File: config.mk
export PLATFORM = sky130hd
export DESIGN_NAME = indexed_linked_multi_queue_unit
export DESIGN_NICKNAME = d
export VERILOG_FILES = /design/src/rtl/ilmq_pkg.sv /design/src/rtl/ilmq_datapath.sv /design/src/rtl/ilmq_ctrl.sv /design/src/rtl/indexed_linked_multi_queue_unit.sv
export VERILOG_INCLUDE_DIRS = /design/src /design/src/rtl
export SDC_FILE = /design/constraint.sdc
export NUM_CORES = 2
export LEC_CHECK = 0
export BUFFER_PORTS_ARGS = -buffer_cell sky130_fd_sc_hd__buf_2
export CORE_MARGIN = 2
export CORE_UTILIZATION = 38
export DETAILED_ROUTE_END_ITERATION = 16
export HOLD_SLACK_MARGIN = 0.15
export PLACE_DENSITY = 0.62
export SYNTH_ARGS = -nofsm -noshare
export SYNTH_HDL_FRONTEND = slang
export SYNTH_HIERARCHICAL = 1
export SYNTH_SLANG_ARGS = --single-unit
File: constraint.sdc
create_clock -name clk -period 6.9 [get_ports clk]
set_input_delay 1.38 -clock clk [delete_from_list [all_inputs] [get_ports clk]]
set_output_delay 1.38 -clock clk [all_outputs]
set_load 0.01 [all_outputs]
File: src/rtl/indexed_linked_multi_queue_unit_assert.svh
// ----------------------------------------------------------------------------
// Indexed linked multi-queue unit: assertion macros
// Shared concurrent assertion forms, clocked on clk and disabled in rst.
// ----------------------------------------------------------------------------
`ifndef INDEXED_LINKED_MULTI_QUEUE_UNIT_ASSERT_SVH
`define INDEXED_LINKED_MULTI_QUEUE_UNIT_ASSERT_SVH

// same-cycle implication
`define ILMQ_ASSERT_NOW(label, ante, cons, msg) \
  label: assert property (@(posedge clk) disable iff (rst) (ante) |-> (cons)) \
    else $error(msg);

// next-cycle implication
`define ILMQ_ASSERT_NEXT(label, ante, cons, msg) \
  label: assert property (@(posedge clk) disable iff (rst) (ante) |=> (cons)) \
    else $error(msg);

`endif

File: src/rtl/ilmq_pkg.sv
// ----------------------------------------------------------------------------
// Indexed linked multi-queue unit: package
// Sizes, request codes, micro-operation codes and the shared types.
// ----------------------------------------------------------------------------
package ilmq_pkg;

  localparam int NUM_ENTRIES = 64;
  localparam int NUM_QUEUES  = NUM_ENTRIES + 1;
  localparam int ID_W        = $clog2(NUM_ENTRIES + 1);
  localparam int EA_W        = $clog2(NUM_ENTRIES);
  localparam int QA_W        = $clog2(NUM_QUEUES);
  localparam int TYPE_W      = 2;

  localparam logic [ID_W-1:0] NIL_ID = ID_W'(NUM_ENTRIES);

  localparam logic [TYPE_W-1:0] REQ_ENQ = 2'd0;
  localparam logic [TYPE_W-1:0] REQ_DEQ = 2'd1;
  localparam logic [TYPE_W-1:0] REQ_REM = 2'd2;

  localparam int UOP_W = 4;
  localparam logic [UOP_W-1:0] UOP_IDLE       = 4'd0;
  localparam logic [UOP_W-1:0] UOP_ACCEPT     = 4'd1;
  localparam logic [UOP_W-1:0] UOP_LOAD       = 4'd2;
  localparam logic [UOP_W-1:0] UOP_ENQ_LINK   = 4'd3;
  localparam logic [UOP_W-1:0] UOP_ENQ_TERM   = 4'd4;
  localparam logic [UOP_W-1:0] UOP_DEQ_UNLINK = 4'd5;
  localparam logic [UOP_W-1:0] UOP_DEQ_HEAD   = 4'd6;
  localparam logic [UOP_W-1:0] UOP_REM_LINK   = 4'd7;
  localparam logic [UOP_W-1:0] UOP_REM_CLEAR  = 4'd8;
  localparam logic [UOP_W-1:0] UOP_RESULT     = 4'd9;

  typedef struct packed {
    logic [TYPE_W-1:0] req_type;
    logic [ID_W-1:0]   queue_id;
    logic [EA_W-1:0]   item_id;
  } req_t;

  typedef struct packed {
    logic [ID_W-1:0] popped_id;
    logic            got_item;
  } rsp_t;

  typedef struct packed {
    logic [UOP_W-1:0] uop;
  } cmd_t;

  typedef struct packed {
    logic              req_ok;
    logic [TYPE_W-1:0] req_type;
    logic              head_entry;
    logic              rsp_full;
  } sts_t;

  function automatic logic is_entry(logic [ID_W-1:0] id);
    return id < ID_W'(NUM_ENTRIES);
  endfunction

endpackage

File: src/rtl/ilmq_datapath.sv
// ----------------------------------------------------------------------------
// Indexed linked multi-queue unit: datapath
// Head, tail and link memories with valid bits, pointer registers and the
// result register.
// ----------------------------------------------------------------------------
module ilmq_datapath (
  input  logic           clk,
  input  logic           rst,
  input  ilmq_pkg::req_t req,
  input  ilmq_pkg::cmd_t cmd,
  output ilmq_pkg::sts_t sts,
  input  logic           rsp_stall,
  output logic           rsp_valid,
  output ilmq_pkg::rsp_t rsp
);
  import ilmq_pkg::*;

  req_t            cur;
  logic [ID_W-1:0] h;
  logic [ID_W-1:0] t;
  logic [ID_W-1:0] p;
  logic [ID_W-1:0] n;

  logic [ID_W-1:0] head_mem [0:NUM_QUEUES-1];
  logic [ID_W-1:0] tail_mem [0:NUM_QUEUES-1];
  logic [ID_W-1:0] prev_mem [0:NUM_ENTRIES-1];
  logic [ID_W-1:0] next_mem [0:NUM_ENTRIES-1];

  logic [NUM_QUEUES-1:0]  head_vld;
  logic [NUM_QUEUES-1:0]  tail_vld;
  logic [NUM_ENTRIES-1:0] prev_vld;
  logic [NUM_ENTRIES-1:0] next_vld;

  logic [ID_W-1:0] head_rdata;
  logic [ID_W-1:0] tail_rdata;
  logic [ID_W-1:0] prev_rdata;
  logic [ID_W-1:0] next_rdata;
  logic            head_rvld;
  logic            tail_rvld;
  logic            prev_rvld;
  logic            next_rvld;
  logic [ID_W-1:0] head_rd;
  logic [ID_W-1:0] tail_rd;
  logic [ID_W-1:0] prev_rd;
  logic [ID_W-1:0] next_rd;
  logic [EA_W-1:0] next_raddr;
  logic            q_in_ok;

  logic            head_we;
  logic            tail_we;
  logic            prev_we;
  logic            next_we;
  logic [QA_W-1:0] head_waddr;
  logic [QA_W-1:0] tail_waddr;
  logic [EA_W-1:0] prev_waddr;
  logic [EA_W-1:0] next_waddr;
  logic [ID_W-1:0] head_wdata;
  logic [ID_W-1:0] tail_wdata;
  logic [ID_W-1:0] prev_wdata;
  logic [ID_W-1:0] next_wdata;

  logic [ID_W-1:0] e_id;
  logic            req_ok;
  logic            pop_hit;

  assign e_id    = ID_W'(cur.item_id);
  assign req_ok  = (cur.queue_id < ID_W'(NUM_QUEUES)) &&
                   ((cur.req_type == REQ_DEQ) || is_entry(e_id));
  assign pop_hit = (cur.req_type == REQ_DEQ) && req_ok && is_entry(h);
  assign q_in_ok = req.queue_id < ID_W'(NUM_QUEUES);

  assign head_rd = head_rvld ? head_rdata : NIL_ID;
  assign tail_rd = tail_rvld ? tail_rdata : NIL_ID;
  assign prev_rd = prev_rvld ? prev_rdata : NIL_ID;
  assign next_rd = next_rvld ? next_rdata : NIL_ID;

  assign next_raddr = (cmd.uop == UOP_LOAD) ? head_rd[EA_W-1:0] : req.item_id;

  always_ff @(posedge clk) begin
    head_rdata <= head_mem[req.queue_id[QA_W-1:0]];
    tail_rdata <= tail_mem[req.queue_id[QA_W-1:0]];
    prev_rdata <= prev_mem[req.item_id];
    next_rdata <= next_mem[next_raddr];
    head_rvld  <= q_in_ok && head_vld[req.queue_id[QA_W-1:0]];
    tail_rvld  <= q_in_ok && tail_vld[req.queue_id[QA_W-1:0]];
    prev_rvld  <= prev_vld[req.item_id];
    next_rvld  <= next_vld[next_raddr];
  end

  always_comb begin
    head_we    = 1'b0;
    tail_we    = 1'b0;
    prev_we    = 1'b0;
    next_we    = 1'b0;
    head_waddr = cur.queue_id[QA_W-1:0];
    tail_waddr = cur.queue_id[QA_W-1:0];
    prev_waddr = cur.item_id;
    next_waddr = cur.item_id;
    head_wdata = NIL_ID;
    tail_wdata = NIL_ID;
    prev_wdata = NIL_ID;
    next_wdata = NIL_ID;
    case (cmd.uop)
      UOP_ENQ_LINK: begin
        head_we    = (t == NIL_ID);
        head_wdata = e_id;
        tail_we    = 1'b1;
        tail_wdata = e_id;
        prev_we    = 1'b1;
        prev_wdata = t;
        next_we    = 1'b1;
        if (is_entry(t)) begin
          next_waddr = t[EA_W-1:0];
          next_wdata = e_id;
        end
      end
      UOP_ENQ_TERM: begin
        next_we = 1'b1;
      end
      UOP_DEQ_UNLINK: begin
        prev_we    = 1'b1;
        prev_waddr = h[EA_W-1:0];
        next_we    = 1'b1;
        next_waddr = h[EA_W-1:0];
      end
      UOP_DEQ_HEAD: begin
        head_we    = 1'b1;
        head_wdata = n;
        tail_we    = (n == NIL_ID);
        prev_we    = is_entry(n);
        prev_waddr = n[EA_W-1:0];
      end
      UOP_REM_LINK: begin
        head_we    = (h == e_id);
        head_wdata = n;
        tail_we    = (t == e_id);
        tail_wdata = p;
        prev_we    = is_entry(n);
        prev_waddr = n[EA_W-1:0];
        prev_wdata = p;
        next_we    = is_entry(p);
        next_waddr = p[EA_W-1:0];
        next_wdata = n;
      end
      UOP_REM_CLEAR: begin
        prev_we = 1'b1;
        next_we = 1'b1;
      end
      default: begin
      end
    endcase
  end

  always_ff @(posedge clk) begin
    if (head_we) begin
      head_mem[head_waddr] <= head_wdata;
    end
    if (tail_we) begin
      tail_mem[tail_waddr] <= tail_wdata;
    end
    if (prev_we) begin
      prev_mem[prev_waddr] <= prev_wdata;
    end
    if (next_we) begin
      next_mem[next_waddr] <= next_wdata;
    end
  end

  always_ff @(posedge clk) begin
    if (rst) begin
      head_vld <= '0;
      tail_vld <= '0;
      prev_vld <= '0;
      next_vld <= '0;
    end else begin
      if (head_we) begin
        head_vld[head_waddr] <= 1'b1;
      end
      if (tail_we) begin
        tail_vld[tail_waddr] <= 1'b1;
      end
      if (prev_we) begin
        prev_vld[prev_waddr] <= 1'b1;
      end
      if (next_we) begin
        next_vld[next_waddr] <= 1'b1;
      end
    end
  end

  always_ff @(posedge clk) begin
    case (cmd.uop)
      UOP_ACCEPT: begin
        cur <= req;
      end
      UOP_LOAD: begin
        h <= head_rd;
        t <= tail_rd;
        p <= prev_rd;
        n <= next_rd;
      end
      UOP_DEQ_UNLINK: begin
        n <= next_rd;
      end
      default: begin
      end
    endcase
  end

  always_ff @(posedge clk) begin
    if (cmd.uop == UOP_RESULT) begin
      rsp.popped_id <= pop_hit ? h : NIL_ID;
      rsp.got_item  <= pop_hit;
    end
  end

  always_ff @(posedge clk) begin
    if (rst) begin
      rsp_valid <= 1'b0;
    end else if (cmd.uop == UOP_RESULT) begin
      rsp_valid <= 1'b1;
    end else if (!rsp_stall) begin
      rsp_valid <= 1'b0;
    end
  end

  assign sts.req_ok     = req_ok;
  assign sts.req_type   = cur.req_type;
  assign sts.head_entry = is_entry(head_rd);
  assign sts.rsp_full   = rsp_valid && rsp_stall;

endmodule

File: src/rtl/ilmq_ctrl.sv
// ----------------------------------------------------------------------------
// Indexed linked multi-queue unit: controller
// Sequences each request through read, link update and result steps.
// ----------------------------------------------------------------------------
module ilmq_ctrl (
  input  logic           clk,
  input  logic           rst,
  input  logic           req_valid,
  output logic           req_stall,
  input  ilmq_pkg::sts_t sts,
  output ilmq_pkg::cmd_t cmd
);
  import ilmq_pkg::*;

  localparam int STATE_W = 4;
  localparam logic [STATE_W-1:0] S_IDLE       = 4'd0;
  localparam logic [STATE_W-1:0] S_LOAD       = 4'd1;
  localparam logic [STATE_W-1:0] S_ENQ_LINK   = 4'd2;
  localparam logic [STATE_W-1:0] S_ENQ_TERM   = 4'd3;
  localparam logic [STATE_W-1:0] S_DEQ_UNLINK = 4'd4;
  localparam logic [STATE_W-1:0] S_DEQ_HEAD   = 4'd5;
  localparam logic [STATE_W-1:0] S_REM_LINK   = 4'd6;
  localparam logic [STATE_W-1:0] S_REM_CLEAR  = 4'd7;
  localparam logic [STATE_W-1:0] S_RESULT     = 4'd8;

  logic [STATE_W-1:0] state;
  logic [STATE_W-1:0] state_next;

  assign req_stall = (state != S_IDLE);

  always_comb begin
    state_next = state;
    cmd.uop    = UOP_IDLE;
    case (state)
      S_IDLE: begin
        if (req_valid) begin
          cmd.uop    = UOP_ACCEPT;
          state_next = S_LOAD;
        end
      end
      S_LOAD: begin
        cmd.uop = UOP_LOAD;
        if (!sts.req_ok) begin
          state_next = S_RESULT;
        end else begin
          case (sts.req_type)
            REQ_ENQ: state_next = S_ENQ_LINK;
            REQ_DEQ: state_next = sts.head_entry ? S_DEQ_UNLINK : S_RESULT;
            REQ_REM: state_next = S_REM_LINK;
            default: state_next = S_RESULT;
          endcase
        end
      end
      S_ENQ_LINK: begin
        cmd.uop    = UOP_ENQ_LINK;
        state_next = S_ENQ_TERM;
      end
      S_ENQ_TERM: begin
        cmd.uop    = UOP_ENQ_TERM;
        state_next = S_RESULT;
      end
      S_DEQ_UNLINK: begin
        cmd.uop    = UOP_DEQ_UNLINK;
        state_next = S_DEQ_HEAD;
      end
      S_DEQ_HEAD: begin
        cmd.uop    = UOP_DEQ_HEAD;
        state_next = S_RESULT;
      end
      S_REM_LINK: begin
        cmd.uop    = UOP_REM_LINK;
        state_next = S_REM_CLEAR;
      end
      S_REM_CLEAR: begin
        cmd.uop    = UOP_REM_CLEAR;
        state_next = S_RESULT;
      end
      S_RESULT: begin
        if (!sts.rsp_full) begin
          cmd.uop    = UOP_RESULT;
          state_next = S_IDLE;
        end
      end
      default: begin
        state_next = S_IDLE;
      end
    endcase
  end

  always_ff @(posedge clk) begin
    if (rst) begin
      state <= S_IDLE;
    end else begin
      state <= state_next;
    end
  end

endmodule

File: src/rtl/indexed_linked_multi_queue_unit.sv
// ----------------------------------------------------------------------------
// Indexed linked multi-queue unit
// Doubly linked queues over a shared entry pool: enqueue, dequeue, remove.
// ----------------------------------------------------------------------------
// One request is taken at a time. Enqueue, remove and a dequeue that finds an
// entry pass through the load, link update and result steps before the next
// transfer; a dequeue from an empty queue and an ignored request go from load
// straight to result. The steps follow from the single write port of each head,
// tail and link memory and its registered reads: the links are read in the load
// step and rewritten in the update steps. The result sits in its own register,
// so a request can be taken while the previous result still waits. Memories
// reset through per-entry valid bits, so the block is ready as soon as reset ends.
`include "indexed_linked_multi_queue_unit_assert.svh"

module indexed_linked_multi_queue_unit (
  input  logic           clk,
  input  logic           rst,
  input  logic           req_valid,
  output logic           req_stall,
  input  ilmq_pkg::req_t req,
  output logic           rsp_valid,
  input  logic           rsp_stall,
  output ilmq_pkg::rsp_t rsp
);
  import ilmq_pkg::*;

  cmd_t cmd;
  sts_t sts;

  ilmq_ctrl u_ctrl (
    .clk       (clk),
    .rst       (rst),
    .req_valid (req_valid),
    .req_stall (req_stall),
    .sts       (sts),
    .cmd       (cmd)
  );

  ilmq_datapath u_datapath (
    .clk       (clk),
    .rst       (rst),
    .req       (req),
    .cmd       (cmd),
    .sts       (sts),
    .rsp_stall (rsp_stall),
    .rsp_valid (rsp_valid),
    .rsp       (rsp)
  );

  `ILMQ_ASSERT_NEXT(a_accept_busy, req_valid && !req_stall, req_stall, "input open after transfer")
  `ILMQ_ASSERT_NEXT(a_accept_load, req_valid && !req_stall, cmd.uop == UOP_LOAD, "no link read")
  `ILMQ_ASSERT_NOW(a_deq_real, cmd.uop == UOP_DEQ_UNLINK, $past(sts.head_entry), "pop of null head")
  `ILMQ_ASSERT_NEXT(a_result_held, cmd.uop == UOP_RESULT, rsp_valid, "result not presented")
  `ILMQ_ASSERT_NOW(a_got_flag, rsp_valid, rsp.got_item == (rsp.popped_id != NIL_ID), "flag mismatch")

endmodule

==> flow_summary.toml <==
[setup_path]
path_class = "in -> reg"
rrSetupSlack_ns = 1.82
critPathLaunchType = "input pin"
reg2regPathDepth = 11
cp_data_required_time_ns = 7.36
timing.rr.end = "u_datapath/next_mem[5][3]"
cp_max_fo = 17
cp_data_arrival_time_ns = 5.87
crit_path_end_kind = "flop"
timing.rr.start = "u_datapath/rsp_valid"

[pwr]
ir_worst_vdd_mv = 0.288
power_uw = 27300
powerDensity_mw_per_mm2 = 286
total_leakage_power_uw = 0.0311

[synth]
ys_ff_latch = 2152
async_flop_share = 0
synth_edf_count = 1857
syn_inst = 5272
ys_types = 74
syn_area_per_cell_um2 = 16.1
syn-num-nets = 5291
seq_area_frac_synth = 0.728
ys_warn_count = 6
synth-main-ff-cell = "edfxtp_1"
syn-cell-area_mm2 = 0.0847

[cts]
clock_path_buffers = 3
cts_setup_buffers = 0
cts_hold_buf = 0
cts_tree = "built"
cts_htree_levels = 4
numCtsBuffers = 209
cts_root_buf = "clkbuf_16"
post_cts_resized = 0
clock_sinks = 2152
clk_latency_ns = 0.84
clk_pin_slew_ns = 0.06

[layout]
fillers = 19400
layout_common_cells = "edfxtp_1, nor2_1, nand2_1"
area_growth_pct = 12.8
finalNetCount = 5332
drive_gt1_frac = 0.175
mostFrequentLayoutCell = "edfxtp_1"
stdcell_area_mm2 = 0.0955

[hold_path]
hp-class = "reg -> reg"
min_from = "u_datapath/tail_mem[64][4]"
whs_path_depth = 2
min_delay_worst_endpoint = "u_datapath/tail_rdata[4]"

[drt]
routed_via_density = 5.65
drt_first_iter_violations = 5763
ant_nets = 0
via_count = 47800
drc = 0
wirelength_um = 213000
first_pass_iters = 8
routedWlPerCell_um = 25.1

[timing]
max_slew_margin = 0.162
post-route-period-util = 0.784
whs_ns = 0.446
fin_ws_ns = 1.49
rsz0062_at_grt = "no"
fin_skew_ns = 0.0419
hold_viol = 0
fmax_mhz = 185
finalCriticalPeriod_ns = 5.41
drv_slew = 0
worst_slew_pin_slew_ns = 1.25
setup_viol_count_final = 0
fin_tns_setup_ns = 0

[floorplanning]
die_y_um = 476
core_area_mm2 = 0.222
ioPinCount = 29
fp.dieW_um = 476
die_area_mm2 = 0.227
rows = 173
start_util = 0.382

[global_routing]
grtUsageTotal = 0.185
antenna_found_initial = 5
grt_first_pass_wirelength_um = 313000
grt_pass1_vias = 46700
grt_overflow = 0
grt_max_degree = 235

[place]
post_dp_cell_area_mm2 = 0.0884
io_buffers = 28
hpwl_um = 132000
gp_congestion = 0.897
pre_cts_ws_ns = 0.740

[flow_run]
timing.max_cap.violations = 0

[status]
outcome = "finished, final reports clean"
## worst max-delay path by stage
stage                     cells past startpoint       from                         to
after floorplan                              10  rsp_stall  u_datapath/prev_mem[0][6]
after global placement                       14  rsp_stall   u_datapath/next_rdata[6]
after detailed placement                     12  rsp_stall  u_datapath/next_mem[5][0]
after CTS                                    12  rsp_stall  u_datapath/next_mem[5][3]
after global routing                         12  rsp_stall  u_datapath/next_mem[7][2]
final                                        12  rsp_stall  u_datapath/next_mem[5][3]
## per-layer routing
| layer | share of wire | vias to the layer above | track usage |
|---|---|---|---|
| met5 | 0 | - | 0 |
| met4 | 0.029 | 0 | 0.0595 |
| met3 | 0.076 | 359 | 0.0272 |
| met2 | 0.48 | 2063 | 0.297 |
| met1 | 0.42 | 24800 | 0.260 |
| li1 | - | 20600 | - |
## sequential cells by signal, indices dropped and copies added (netlist names), 8 cells and up
signal	count
u_datapath/head_mem	455
u_datapath/head_vld	65
u_datapath/next_mem	448
u_datapath/next_vld	64
u_datapath/prev_mem	448
u_datapath/prev_vld	64
u_datapath/rsp	8
u_datapath/tail_mem	455
u_datapath/tail_vld	65
## cell type report
type	instances	area [µm²]	share of cell area
Clock buffer	272	5860	0.0614
Clock inverter	118	1180	0.0123
Multi-Input combinational cell	2785	21700	0.228
Sequential cell	2152	61700	0.646
Timing Repair Buffer	146	1210	0.0127
Antenna cell	5	12.5	0.000131
Tap cell	2975	3720	0.0390
Inverter	19	76.3	0.000799
## through the flow
stage / std cells / util
after floorplan: 5272 / -
after global placement: 8077 / 0.399
after detailed placement: 8077 / 0.399
after CTS: 8467 / 0.430
after global routing: 8471 / 0.430
final: 8472 / 0.430
## synth_stat cells, types with 10 or more instances
library cell,instances,area [µm²]
inv_1,18,67.6
nand3_1,97,485
a22o_1,20,175
nor4_1,21,131
nand2b_1,20,125
buf_4,19,143
o21ai_0,80,400
buf_1,42,158
o22ai_1,71,444
mux2_2,55,619
buf_2,68,340
o221ai_1,43,377
and2_1,31,194
mux4_2,374,8420
xor2_1,10,87.6
a21oi_1,382,1910
mux2i_1,196,1960
nand2_1,438,1640
dfxtp_1,295,5910
a22oi_1,10,75.1
a32oi_1,11,96.3
and3_1,29,181
nor2_1,636,2390
a311oi_1,29,254
clkbuf_1,182,683
nor3_1,86,430
a31oi_1,18,113
edfxtp_1,1857,55800
nand4_1,16,100
## report_power, final
| part | switching (µW) | internal (µW) | leakage, µW | total (µW) |
|---|---|---|---|---|
| clock network | 4880 | 6700 | 0.00345 | 11600 |
| logic | 1040 | 489 | 0.00758 | 1530 |
| registers | 75.6 | 14100 | 0.0201 | 14200 |
| total | 6000 | 21300 | 0.0311 | 27300 |
## kinds of logic after synthesis
kind of cell	synth area share
AOI/OAI and AO/OA	0.0527
buffers and inverters	0.0172
DFF	0.728
and+or+nand+nor	0.0702
muxes	0.130
xor gates and xnor gates	0.00134
## critical path, cell delays in order
cell	delay [ns]
buf_2	0.09
and2_1	0.17
nand2b_1	0.16
o32a_1	0.29
nor2_1	0.83
nor4bb_4	0.48
and2_1	0.60
a22oi_1	0.19
o21ai_0	0.21
and2_1	0.25
nand2_1	0.45
nor2_1	0.72
Note: power is estimated with default switching activity, not from simulation.
